## config.mk

```make
export PLATFORM = sky130hd
export DESIGN_NAME = mbiq_coef_regs
export DESIGN_NICKNAME = d
export VERILOG_FILES = /design/src/hw/rtl/mbiq_pkg.sv /design/src/hw/rtl/mbiq_coef_regs.sv
export SDC_FILE = /design/constraint.sdc
export NUM_CORES = 1
export LEC_CHECK = 0
export BUFFER_PORTS_ARGS = -buffer_cell sky130_fd_sc_hd__buf_2
export CAP_MARGIN = 20
export CORE_MARGIN = 2
export CORE_UTILIZATION = 50
export CTS_CLUSTER_SIZE = 28
export DETAILED_ROUTE_END_ITERATION = 8
export PLACE_DENSITY = 0.8
export SLEW_MARGIN = 30
export SYNTH_ARGS = -nofsm -noshare
export SYNTH_HDL_FRONTEND = slang
export SYNTH_SLANG_ARGS = --single-unit
```

## constraint.sdc

```tcl
create_clock -name clk -period 1.3 [get_ports clk]
set_input_delay 0.26 -clock clk [delete_from_list [all_inputs] [get_ports clk]]
set_output_delay 0.26 -clock clk [all_outputs]
set_load 0.02 [all_outputs]
```

## src/hw/rtl/mbiq_pkg.sv

```systemverilog
`timescale 1ns / 1ps
// ----------------------------------------------------------------------------
// mbiq_pkg: shared types and constants of the multichannel biquad filter
// Channel count, filter order, field widths, command and register codes, and
// the structs passed between the coefficient bank, history store and MAC.
// ----------------------------------------------------------------------------
package mbiq_pkg;

  localparam int CHANNELS = 8;  // 1 .. 8
  localparam int ORDER    = 2;  // 1 .. 2

  localparam int CH_W     = 3;   // channel field width
  localparam int CH_IDX_W = (CHANNELS > 1) ? $clog2(CHANNELS) : 1;
  localparam int CMD_W    = 2;
  localparam int SMP_W    = 24;  // Q1.23 samples
  localparam int COEF_W   = 32;  // Q4.28 gains
  localparam int FRAC_W   = 28;  // coefficient fraction bits
  localparam int PROD_W   = COEF_W + SMP_W;
  localparam int ACC_W    = PROD_W + 3;  // five products
  localparam int CFG_IDX_W = 3;

  localparam logic signed [COEF_W-1:0] FF_GAIN0_RST = 32'sh1000_0000;

  typedef enum logic [CMD_W-1:0] {
    CMD_FILTER  = 2'd0,
    CMD_ADVANCE = 2'd1,
    CMD_CLEAR   = 2'd2
  } cmd_t;

  typedef enum logic [CFG_IDX_W-1:0] {
    REG_FF_GAIN0 = 3'd0,
    REG_FF_GAIN1 = 3'd1,
    REG_FF_GAIN2 = 3'd2,
    REG_FB_GAIN1 = 3'd3,
    REG_FB_GAIN2 = 3'd4
  } reg_idx_t;

  typedef enum logic {
    HOP_SHIFT = 1'b0,
    HOP_CLEAR = 1'b1
  } hist_op_t;

  typedef struct packed {
    logic signed [COEF_W-1:0] ff_gain0;
    logic signed [COEF_W-1:0] ff_gain1;
    logic signed [COEF_W-1:0] ff_gain2;
    logic signed [COEF_W-1:0] fb_gain1;
    logic signed [COEF_W-1:0] fb_gain2;
  } coef_t;

  typedef struct packed {
    logic [ORDER-1:0][SMP_W-1:0] x;
    logic [ORDER-1:0][SMP_W-1:0] y;
  } hist_taps_t;

  typedef struct packed {
    logic                vld;
    hist_op_t            op;
    logic [CH_IDX_W-1:0] ch;
    logic [SMP_W-1:0]    x;
    logic [SMP_W-1:0]    y;
  } hist_upd_t;

endpackage

```

## src/hw/rtl/mbiq_coef_regs.sv

```systemverilog
`timescale 1ns / 1ps
// ----------------------------------------------------------------------------
// mbiq_coef_regs: coefficient register bank
// Holds the three feedforward and two feedback gains, written by index.
// ----------------------------------------------------------------------------
module mbiq_coef_regs (
  input  logic                                 clk,
  input  logic                                 rst_n,
  input  logic                                 cfg_wr_en,
  input  logic [mbiq_pkg::CFG_IDX_W-1:0]       cfg_index,
  input  logic [mbiq_pkg::COEF_W-1:0]          cfg_data,
  output mbiq_pkg::coef_t                      coef
);

  mbiq_pkg::coef_t coef_r;

  always_ff @(posedge clk) begin
    if (!rst_n) begin
      coef_r.ff_gain0 <= mbiq_pkg::FF_GAIN0_RST;
      coef_r.ff_gain1 <= '0;
      coef_r.ff_gain2 <= '0;
      coef_r.fb_gain1 <= '0;
      coef_r.fb_gain2 <= '0;
    end else if (cfg_wr_en) begin
      // drop writes beyond the register list
      unique case (mbiq_pkg::reg_idx_t'(cfg_index))
        mbiq_pkg::REG_FF_GAIN0: coef_r.ff_gain0 <= cfg_data;
        mbiq_pkg::REG_FF_GAIN1: coef_r.ff_gain1 <= cfg_data;
        mbiq_pkg::REG_FF_GAIN2: coef_r.ff_gain2 <= cfg_data;
        mbiq_pkg::REG_FB_GAIN1: coef_r.fb_gain1 <= cfg_data;
        mbiq_pkg::REG_FB_GAIN2: coef_r.fb_gain2 <= cfg_data;
        default: ;
      endcase
    end
  end

  assign coef = coef_r;

endmodule

```

==> results of run 1 <==
## final cells by class
cell class | count | share of cell area
clock buffers | 21 | 0.0591
clock inverters | 10 | 0.0180
multi-input cells | 358 | 0.321
flip-flops and latches | 160 | 0.420
well taps | 143 | 0.0235
repair buffers | 215 | 0.159
## layout by cell type, fill, tap and decap left out, drive strengths merged
cell	netlist	layout
nand4bb	3	3
clkinv	0	5
bufinv	0	3
dfxtp	160	160
clkinvlp	0	2
nor4b	1	1
nand2	191	191
nand4b	1	1
clkbuf	16	21
mux2i	160	160
buf	23	215
nor2b	2	2
## per-stage QoR
step / hold slack, ns / setup TNS [ns] / std cells / total power [W]
6_report: 0.139 / 0 / 907 / 0.0108
3_5_place_dp: 0.449 / -1.67 / 876 / 0.00596
5_1_grt: 0.173 / 0 / 907 / 0.0112
3_3_place_gp: 0.440 / -0.803 / 876 / 0.00593
2_1_floorplan: 0.426 / 0 / 557 / 0.00564
4_1_cts: 0.128 / 0 / 907 / 0.0109
## how the worst min path moves through the flow
stage,end,slack [ns]
2_1_floorplan,coef[156],0.43
3_3_place_gp,coef[132],0.44
3_5_place_dp,coef[134],0.45
4_1_cts,coef[156],0.13
5_1_grt,coef[156],0.17
6_report,coef[156],0.14
## layer usage
layer,global-route usage,up-vias
met5,0,-
met4,0.0914,0
met3,0.0713,28
met2,0.409,167
met1,0.288,2210
li1,-,2228
## power breakdown
part	internal, W	switching, W	total (W)
Combinational	0.000287	0.000502	0.000789
Sequential	0.00501	0.0000575	0.00507
Clock	0.00306	0.00193	0.00498
Total	0.00836	0.00249	0.0108
## kinds of logic (layout without fill, tap and decap cells)
family,after synthesis,after routing,share of synthesized area
DFF,160,160,0.550
muxes,160,160,0.275
and+or+nand+nor,198,198,0.137
buffers and inverters,39,246,0.0380
==> key figures, run 1 <==
Routing
  – Total wire length: roughly 15 mm
  – Routed length on met1: roughly 6.4 mm
  – Drt pass-1 iters: 4
  – Initial DRC Count: 270
  – Remaining antenna violation count: 0
  – WL/cell: around 17 um
  – Routed length on met3: roughly 950 um
  – DR vias/cell: around 5.1
  – Wire length on met2: about 7.4 mm
  – DRC viols: 0
  – DR top layer: met4
  – Vias: around 4,600

Critical path
  – Worst path max stage delay: about 0.38 ns
  – Worst flop-to-flop path endpoint: coef[139]
  – R2r setup slk: ~0.64 ns
  – Cell family with most CP delay: flip-flops
  – Cells along the critical path: buf_2
  – Crit path buffers/inverters: 1
  – Setup CP Type: register to primary output
  – Slowest CP cell: dfxtp_1
  – Setup crit start: coef[78]
  – R2R depth: 2
  – Setup crit end: coef[78]
  – Worst EP arrival: approximately 0.99 ns
  – CP Data Required Time: about 1.0 ns
  – Crit path launch type: register
  – Crit path max fanout: 2
  – R2r startpoint: coef[139]
  – CP endpoint kind: primary output
  – Worst path depth: 1

Timing
  – Worst Skew: 0 ns
  – RSZ-0062 raised after global routing: false
  – Worst-Margin Slew: 0.344 ns
  – Max frequency: between 800 and 900 MHz
  – Tcrit/Tclk final: 0.958
  – Slew headroom: 0.769
  – PnR worst setup slack: approximately 0.055 ns
  – Finish-stage setup viols: 0
  – Final slew viol count: 0
  – Fin crit period: 1.25 ns
  – Final Hold Vio Count: 0

Final layout
  – Multi-input gate area: 2450 um2
  – Share of cells above drive strength 1: 0.323
  – Fin util: 0.671
  – Fin area: 7630 um2
  – Antenna Cells: 0
  – Area growth syn-to-layout: 31.0%
  – Max FFs per register: 160
  – Reg area: approximately 3200 um2
  – Nets: between 700 and 800
  – Filler instances: 890

Global route
  – Initial antenna violation count: 0
  – GRT overflow: 0
  – GRT Total Usage: 0.241
  – First-pass GRT wire length: ~24 mm
  – Vias in the first global route: 4,754
  – Largest net degree at the start of global routing: 65

Clock network
  – H-tree depth reported by CTS: 4
  – Root Buffer: clkbuf_16
  – Number of buffers created by CTS: 17
  – Latest clock arrival within the worst-skew pair: between 0.4 and 0.5 ns
  – Clock sink count: 160
  – Clk buf depth: 2
  – Worst-path clk slew: about 0.06 ns
  – TritonCTS clock tree: done
  – Post-CTS setup buffer count: 0
  – Post-CTS Hold Fix Bufs: 0
  – # resized after CTS: 0

Floorplan
  – Die H: about 110 um
  – Die span in x: roughly 110 um
  – Core Footprint: between 10,000 and 15,000 um2
  – I/O pin total: 198
  – Die area: between 10,000 and 15,000 um2
  – Row count: 39
  – Initial core utilization: 0.512

Place
  – DP Area: roughly 7000 um2
  – DP Worst Slack: -0.0929 ns
  – GPL Wtd Cong: between 0.8 and 0.9
  – Detailed Place HPWL: 10.4 mm
  – IO buf count: about 200

Synthesis
  – Unique masters post-synth: 12
  – Fraction of registers with async set/reset: 0
  – Leading post-synthesis cells by cell area: dfxtp_1, mux2i_1, nand2_1
  – Post-synth top area cell: dfxtp_1
  – Sequential fraction of the synthesis area: 0.550
  – Syn nets: 595
  – Warnings, synthesis: 0
  – Syn avg cell area: ~10 um2
  – Post-synth EDFFs: 0
  – Top cells by count, synth: nand2_1, dfxtp_1, mux2i_1
  – Yosys top cell area share: 0.550
  – Count leader, synth: nand2_1
  – Synth Cell Area: 5820 um2
  – Main synth FF type: dfxtp_1
  – FF+latch count, synth: 160
  – Synthesized instance count: 557

Power
  – Pleak: around 4.2 nW
  – Max IR drop VDD: approximately 0.71 mV
  – Pwr dens: approximately 1400 nW/um2

Hold path
  – Min-delay src: cfg_data[28]
  – WHS Path Cells: 3
  – Hold WC Path Type: input port to register

Run status
  – Status: finished, final reports clean

Job
  – Max Cap Viol: 0
Note: power is estimated with default switching activity, not from simulation.
==> run 2, diff against run 1 <==
--- a/config.mk
+++ b/config.mk
@@ -7,6 +7,7 @@
 export LEC_CHECK = 0
 export BUFFER_PORTS_ARGS = -buffer_cell sky130_fd_sc_hd__buf_2
 export CAP_MARGIN = 20
+export CORE_ASPECT_RATIO = 0.9
 export CORE_MARGIN = 2
 export CORE_UTILIZATION = 50
 export CTS_CLUSTER_SIZE = 28
==> run 2 against run 1 <==
Effect of this change:
- sequential share of layout area shrank 0.70 points
- maximum frequency rose by 0.84%
- global-route usage up 0.65 points
- critical path type unchanged
- routed wire length rose by 1.2%
==> key figures, run 2 (synthesized netlist as in run 1, its figures left out) <==
Routing
  – Drt pass-1 iters: 4
  – WL/cell: roughly 17 um
  – Routed length on met1: about 6.4 mm
  – Remaining antenna violation count: 0
  – Wire length on met2: 7.56 mm
  – Routed length on met3: roughly 950 um
  – Total wire length: roughly 15 mm
  – DR top layer: met4
  – Vias: between 4,000 and 5,000
  – Initial DRC Count: 224
  – DR vias/cell: between 5 and 6
  – DRC viols: 0

Timing
  – Slew headroom: 0.786
  – Worst-Margin Slew: 0.321 ns
  – Worst Skew: 0 ns
  – PnR worst setup slack: 0.0650 ns
  – RSZ-0062 raised after global routing: false
  – Finish-stage setup viols: 0
  – Fin crit period: ~1.2 ns
  – Max frequency: about 810 MHz
  – Final Hold Vio Count: 0
  – Tcrit/Tclk final: 0.950
  – Final slew viol count: 0

Clock network
  – Clk buf depth: 2
  – Post-CTS setup buffer count: 0
  – Worst-path clk slew: around 0.06 ns
  – Number of buffers created by CTS: 17
  – Latest clock arrival within the worst-skew pair: ~0.41 ns
  – H-tree depth reported by CTS: 4
  – # resized after CTS: 0
  – TritonCTS clock tree: done
  – Post-CTS Hold Fix Bufs: 0
  – Clock sink count: 160
  – Root Buffer: clkbuf_16

Critical path
  – Cell family with most CP delay: flip-flops
  – Setup crit start: coef[138]
  – Crit path max fanout: 2
  – Worst EP arrival: between 0.9 and 1 ns
  – Crit path launch type: register
  – Worst flop-to-flop path endpoint: coef[138]
  – Crit path buffers/inverters: 1
  – R2R depth: 2
  – Setup CP Type: register to primary output
  – R2r startpoint: coef[138]
  – CP endpoint kind: primary output
  – CP Data Required Time: 1.04 ns
  – Cells along the critical path: buf_2
  – Worst path max stage delay: 0.37 ns
  – R2r setup slk: 0.58 ns
  – Slowest CP cell: dfxtp_1

Floorplan
  – I/O pin total: about 200
  – Row count: 37
  – Die H: approximately 110 um
  – Die span in x: 118 um
  – Core Footprint: around 11,000 um2
  – Initial core utilization: 0.511
  – Die area: ~13,000 um2

Place
  – DP Worst Slack: -0.0242 ns
  – DP Area: slightly above 7000 um2
  – Detailed Place HPWL: 10.7 mm
  – Cells after DPL: between 800 and 900
  – IO buf count: between 150 and 200
  – GPL Wtd Cong: 0.814

Power
  – Internal power: approximately 0.0086 W
  – Pleak: 4.29 nW
  – Sw Pwr: approximately 0.0024 W
  – Pwr dens: 1420 nW/um2
  – Comb power frac: 0.073
  – Clock share of power: 0.466
  – Max IR drop VDD: approximately 0.96 mV
  – Switch share: 0.217
  – Reg power frac: 0.461

Final layout
  – Share of cells above drive strength 1: 0.326
  – Max FFs per register: 160
  – Area growth syn-to-layout: 33.2%
  – Antenna Cells: 0
  – Filler instances: 898
  – Fin cells: 922
  – Most common cell after layout, fill and taps aside: buf_2
  – Fin area: around 7800 um2
  – Most frequent cells in the layout: buf_2, nand2_1, mux2i_1, dfxtp_1, clkbuf_16
  – Nets: a little under 800

Hold path
  – Min-delay src: cfg_data[28]
  – WHS Path Cells: 3
  – End of the worst hold path: coef[156]
  – Hold WC Path Type: input port to register

Global route
  – GRT overflow: 0
  – GRT Total Usage: 0.247
  – Initial antenna violation count: 0
  – Largest net degree at the start of global routing: 81
  – Vias in the first global route: between 4,000 and 5,000
  – First-pass GRT wire length: roughly 24 mm

Job
  – Max Cap Viol: 0

Run status
  – Status: finished, final reports clean
-- run 2: cell types whose count changed in the layout (fill, tap and decap cells not counted) --
cell        previous run  this run
clkbuf_8               1         6
buf_12                 7        12
clkbuf_1               3         2
clkinv_4               2         0
clkinvlp_4             2         0
buf_4                 12        10
clkinv_2               3         2
-- run 2: final cells by class --
cell class / instances / area, um2 / share of cell area
clock buffers: 25 / 515 / 0.0665
well taps: 156 / 195 / 0.0252
flip-flops and latches: 160 / 3200 / 0.413
repair buffers: 218 / 1300 / 0.167
clock inverters: 5 / 100 / 0.0129
multi-input cells: 358 / 2450 / 0.315
-- run 2: worst reg2reg max path: stages (launching register included) --
cell	delay, ns
dfxtp_1	0.37
nand2_1	0.09
mux2i_1	0.18
-- run 2: power by group through the flow --
stage | Clock [W] | Sequential, W | Combinational, W
final | 0.00512 | 0.00507 | 0.000808
after global routing | 0.00540 | 0.00508 | 0.000862
after CTS | 0.00519 | 0.00507 | 0.000811
after detailed placement | 0 | 0.00518 | 0.000806
after global placement | 0 | 0.00517 | 0.000785
after floorplan | 0 | 0.00530 | 0.000337
-- run 2: worst max-delay path by stage --
stage	to	slack, ns	cells after the start
2_1_floorplan	coef[128]	0.15	3
3_3_place_gp	coef[144]	0.05	4
3_5_place_dp	coef[140]	-0.02	4
4_1_cts	coef[138]	0.07	1
5_1_grt	coef[138]	0.05	1
6_report	coef[138]	0.06	1
-- run 2: metal layers --
layer	global-route usage	vias to the layer above
met5	0	-
met1	0.292	2248
li1	-	2231
met4	0.0869	0
met2	0.429	157
met3	0.0740	28
-- run 2: through the flow --
| stage | total power, W | hold slack (ns) | TNS [ns] | util |
|---|---|---|---|---|
| 4_1_cts | 0.0111 | 0.132 | 0 | 0.681 |
| 6_report | 0.0110 | 0.156 | 0 | 0.681 |
| 3_5_place_dp | 0.00598 | 0.447 | -0.0741 | 0.627 |
| 5_1_grt | 0.0113 | 0.190 | 0 | 0.681 |
| 3_3_place_gp | 0.00596 | 0.439 | 0 | 0.627 |
| 2_1_floorplan | 0.00564 | 0.426 | 0 | - |
==> run 3, diff against run 2 <==
--- a/config.mk
+++ b/config.mk
@@ -10,9 +10,11 @@
 export CORE_ASPECT_RATIO = 0.9
 export CORE_MARGIN = 2
 export CORE_UTILIZATION = 50
+export CTS_CLUSTER_DIAMETER = 120
 export CTS_CLUSTER_SIZE = 28
 export DETAILED_ROUTE_END_ITERATION = 8
-export PLACE_DENSITY = 0.8
+export PLACE_DENSITY = 0.85
+export REMOVE_ABC_BUFFERS = 1
 export SLEW_MARGIN = 30
 export SYNTH_ARGS = -nofsm -noshare
 export SYNTH_HDL_FRONTEND = slang
==> run 3 against run 2 <==
Effect of this change:
- first-iteration DRC count increased by 16%
- critical endpoint is now coef[110]
- largest cell class unchanged
- flip-flop and latch count unchanged
- maximum frequency increased by 2.2%
- power decreased by 0.53%
- highest routed layer unchanged
==> key figures, run 3 (synthesized netlist as in run 1, its figures left out) <==
Clock network
  – H-tree depth reported by CTS: 4
  – # resized after CTS: 0
  – Latest clock arrival within the worst-skew pair: approximately 0.4 ns
  – Worst-path clk slew: 0.06 ns
  – Post-CTS setup buffer count: 0
  – Clk buf depth: 2
  – Number of buffers created by CTS: 17
  – Root Buffer: clkbuf_16
  – TritonCTS clock tree: done
  – Post-CTS Hold Fix Bufs: 0
  – Clock sink count: 160

Power
  – Pleak: about 4.2 nW
  – Max IR drop VDD: ~0.65 mV
  – Pwr dens: between 1000 and 1500 nW/um2

Routing
  – Initial DRC Count: 260
  – Drt pass-1 iters: 4
  – Total wire length: 14.1 mm
  – Remaining antenna violation count: 0
  – WL/cell: roughly 15 um
  – Vias: ~4,600
  – DRC viols: 0
  – DR vias/cell: about 5

Floorplan
  – I/O pin total: 198
  – Core Footprint: approximately 11,000 um2
  – Die span in x: ~120 um
  – Die H: around 110 um
  – Initial core utilization: 0.511
  – Row count: 37
  – Die area: about 13,000 um2

Place
  – Cells after DPL: 885
  – Detailed Place HPWL: 9.66 mm
  – IO buf count: around 200
  – GPL Wtd Cong: about 0.75
  – DP Worst Slack: -0.0612 ns

Final layout
  – Max FFs per register: 160
  – Area growth syn-to-layout: 31.9%
  – Filler instances: roughly 900
  – Antenna Cells: 0
  – Most common cell after layout, fill and taps aside: buf_2
  – Share of cells above drive strength 1: 0.322
  – Nets: 786
  – Most frequent cells in the layout: buf_2, nand2_1, mux2i_1, dfxtp_1, clkbuf_16
  – Fin cells: between 900 and 1,000

Timing
  – PnR worst setup slack: between 0.09 and 0.1 ns
  – Final slew viol count: 0
  – Final Hold Vio Count: 0
  – Worst Skew: 0 ns
  – RSZ-0062 raised after global routing: false
  – Fin crit period: between 1 and 1.5 ns
  – Tcrit/Tclk final: 0.930
  – Max frequency: 827 MHz
  – Finish-stage setup viols: 0
  – Worst-Margin Slew: 0.309 ns
  – Slew headroom: 0.794

Critical path
  – R2r setup slk: 0.63 ns
  – Crit path launch type: register
  – R2R depth: 2
  – CP Data Required Time: ~1.0 ns
  – Worst path depth: 1
  – Crit path max fanout: 2
  – Crit path buffers/inverters: 1
  – Slowest CP cell: dfxtp_1
  – Worst flop-to-flop path endpoint: coef[75]
  – R2r startpoint: coef[75]
  – Setup CP Type: register to primary output
  – Setup crit start: coef[110]
  – Worst EP arrival: roughly 0.95 ns
  – Cells along the critical path: buf_2
  – CP endpoint kind: primary output
  – Cell family with most CP delay: flip-flops
  – Worst path max stage delay: 0.36 ns

Hold path
  – Min-delay src: cfg_data[28]
  – End of the worst hold path: coef[156]
  – WHS Path Cells: 3
  – Hold WC Path Type: input port to register

Global route
  – GRT overflow: 0
  – Initial antenna violation count: 0
  – First-pass GRT wire length: 22.8 mm
  – GRT Total Usage: 0.229
  – Vias in the first global route: approximately 4,600
  – Largest net degree at the start of global routing: 76

Run status
  – Status: finished, final reports clean

Job
  – Max Cap Viol: 0
==> run 3: cell count changes in the layout (fill, tap and decap cells not counted) <==
cell / previous run / this run
buf_4: 10 / 5
clkbuf_8: 6 / 2
inv_6: 0 / 3
buf_12: 12 / 10
clkinv_4: 0 / 2
clkinvlp_4: 0 / 2
clkinv_2: 2 / 1
==> run 3: power by group <==
group / switching, W / internal (W) / leakage [nW]
clock network: 0.00196 / 0.00315 / 0.295
logic: 0.000484 / 0.000285 / 2.65
registers: 0.0000562 / 0.00501 / 1.29
total: 0.00250 / 0.00844 / 4.24
==> run 3: per-layer routing <==
| layer | global-route usage | vias to the layer above | wire length, um |
|---|---|---|---|
| met5 | 0 | - | 0 |
| met4 | 0.0861 | 0 | 223 |
| met3 | 0.0697 | 22 | 782 |
| met2 | 0.395 | 139 | 7060 |
| met1 | 0.268 | 2175 | 6020 |
| li1 | - | 2220 | - |
==> run 3: worst max path at each step <==
stage                           end  slack, ns
after global placement    coef[149]       0.02
after detailed placement  coef[148]      -0.06
final                     coef[110]       0.09
after floorplan             coef[0]      -0.92
after global routing       coef[34]       0.04
after CTS                 coef[110]       0.06
==> run 3: cell type report <==
cell class / count / area (um2) / share of cell area
Sequential cell: 160 / 3200 / 0.417
Timing Repair Buffer: 211 / 1220 / 0.159
Clock inverter: 11 / 154 / 0.0200
Multi-Input combinational cell: 358 / 2450 / 0.319
Tap cell: 156 / 195 / 0.0254
Clock buffer: 21 / 460 / 0.0600
==> run 3: through the flow <==
step | hold WS (ns) | total power, W | util | setup TNS, ns | cell area [um2]
floorplan | 0.408 | 0.00556 | - | -145.12 | 5600
global placement | 0.439 | 0.00591 | 0.620 | 0 | 7060
detailed placement | 0.446 | 0.00594 | 0.620 | -0.434 | 7060
CTS | 0.145 | 0.0110 | 0.674 | 0 | 7680
global route | 0.154 | 0.0113 | 0.674 | 0 | 7680
finish | 0.158 | 0.0109 | 0.674 | 0 | 7680
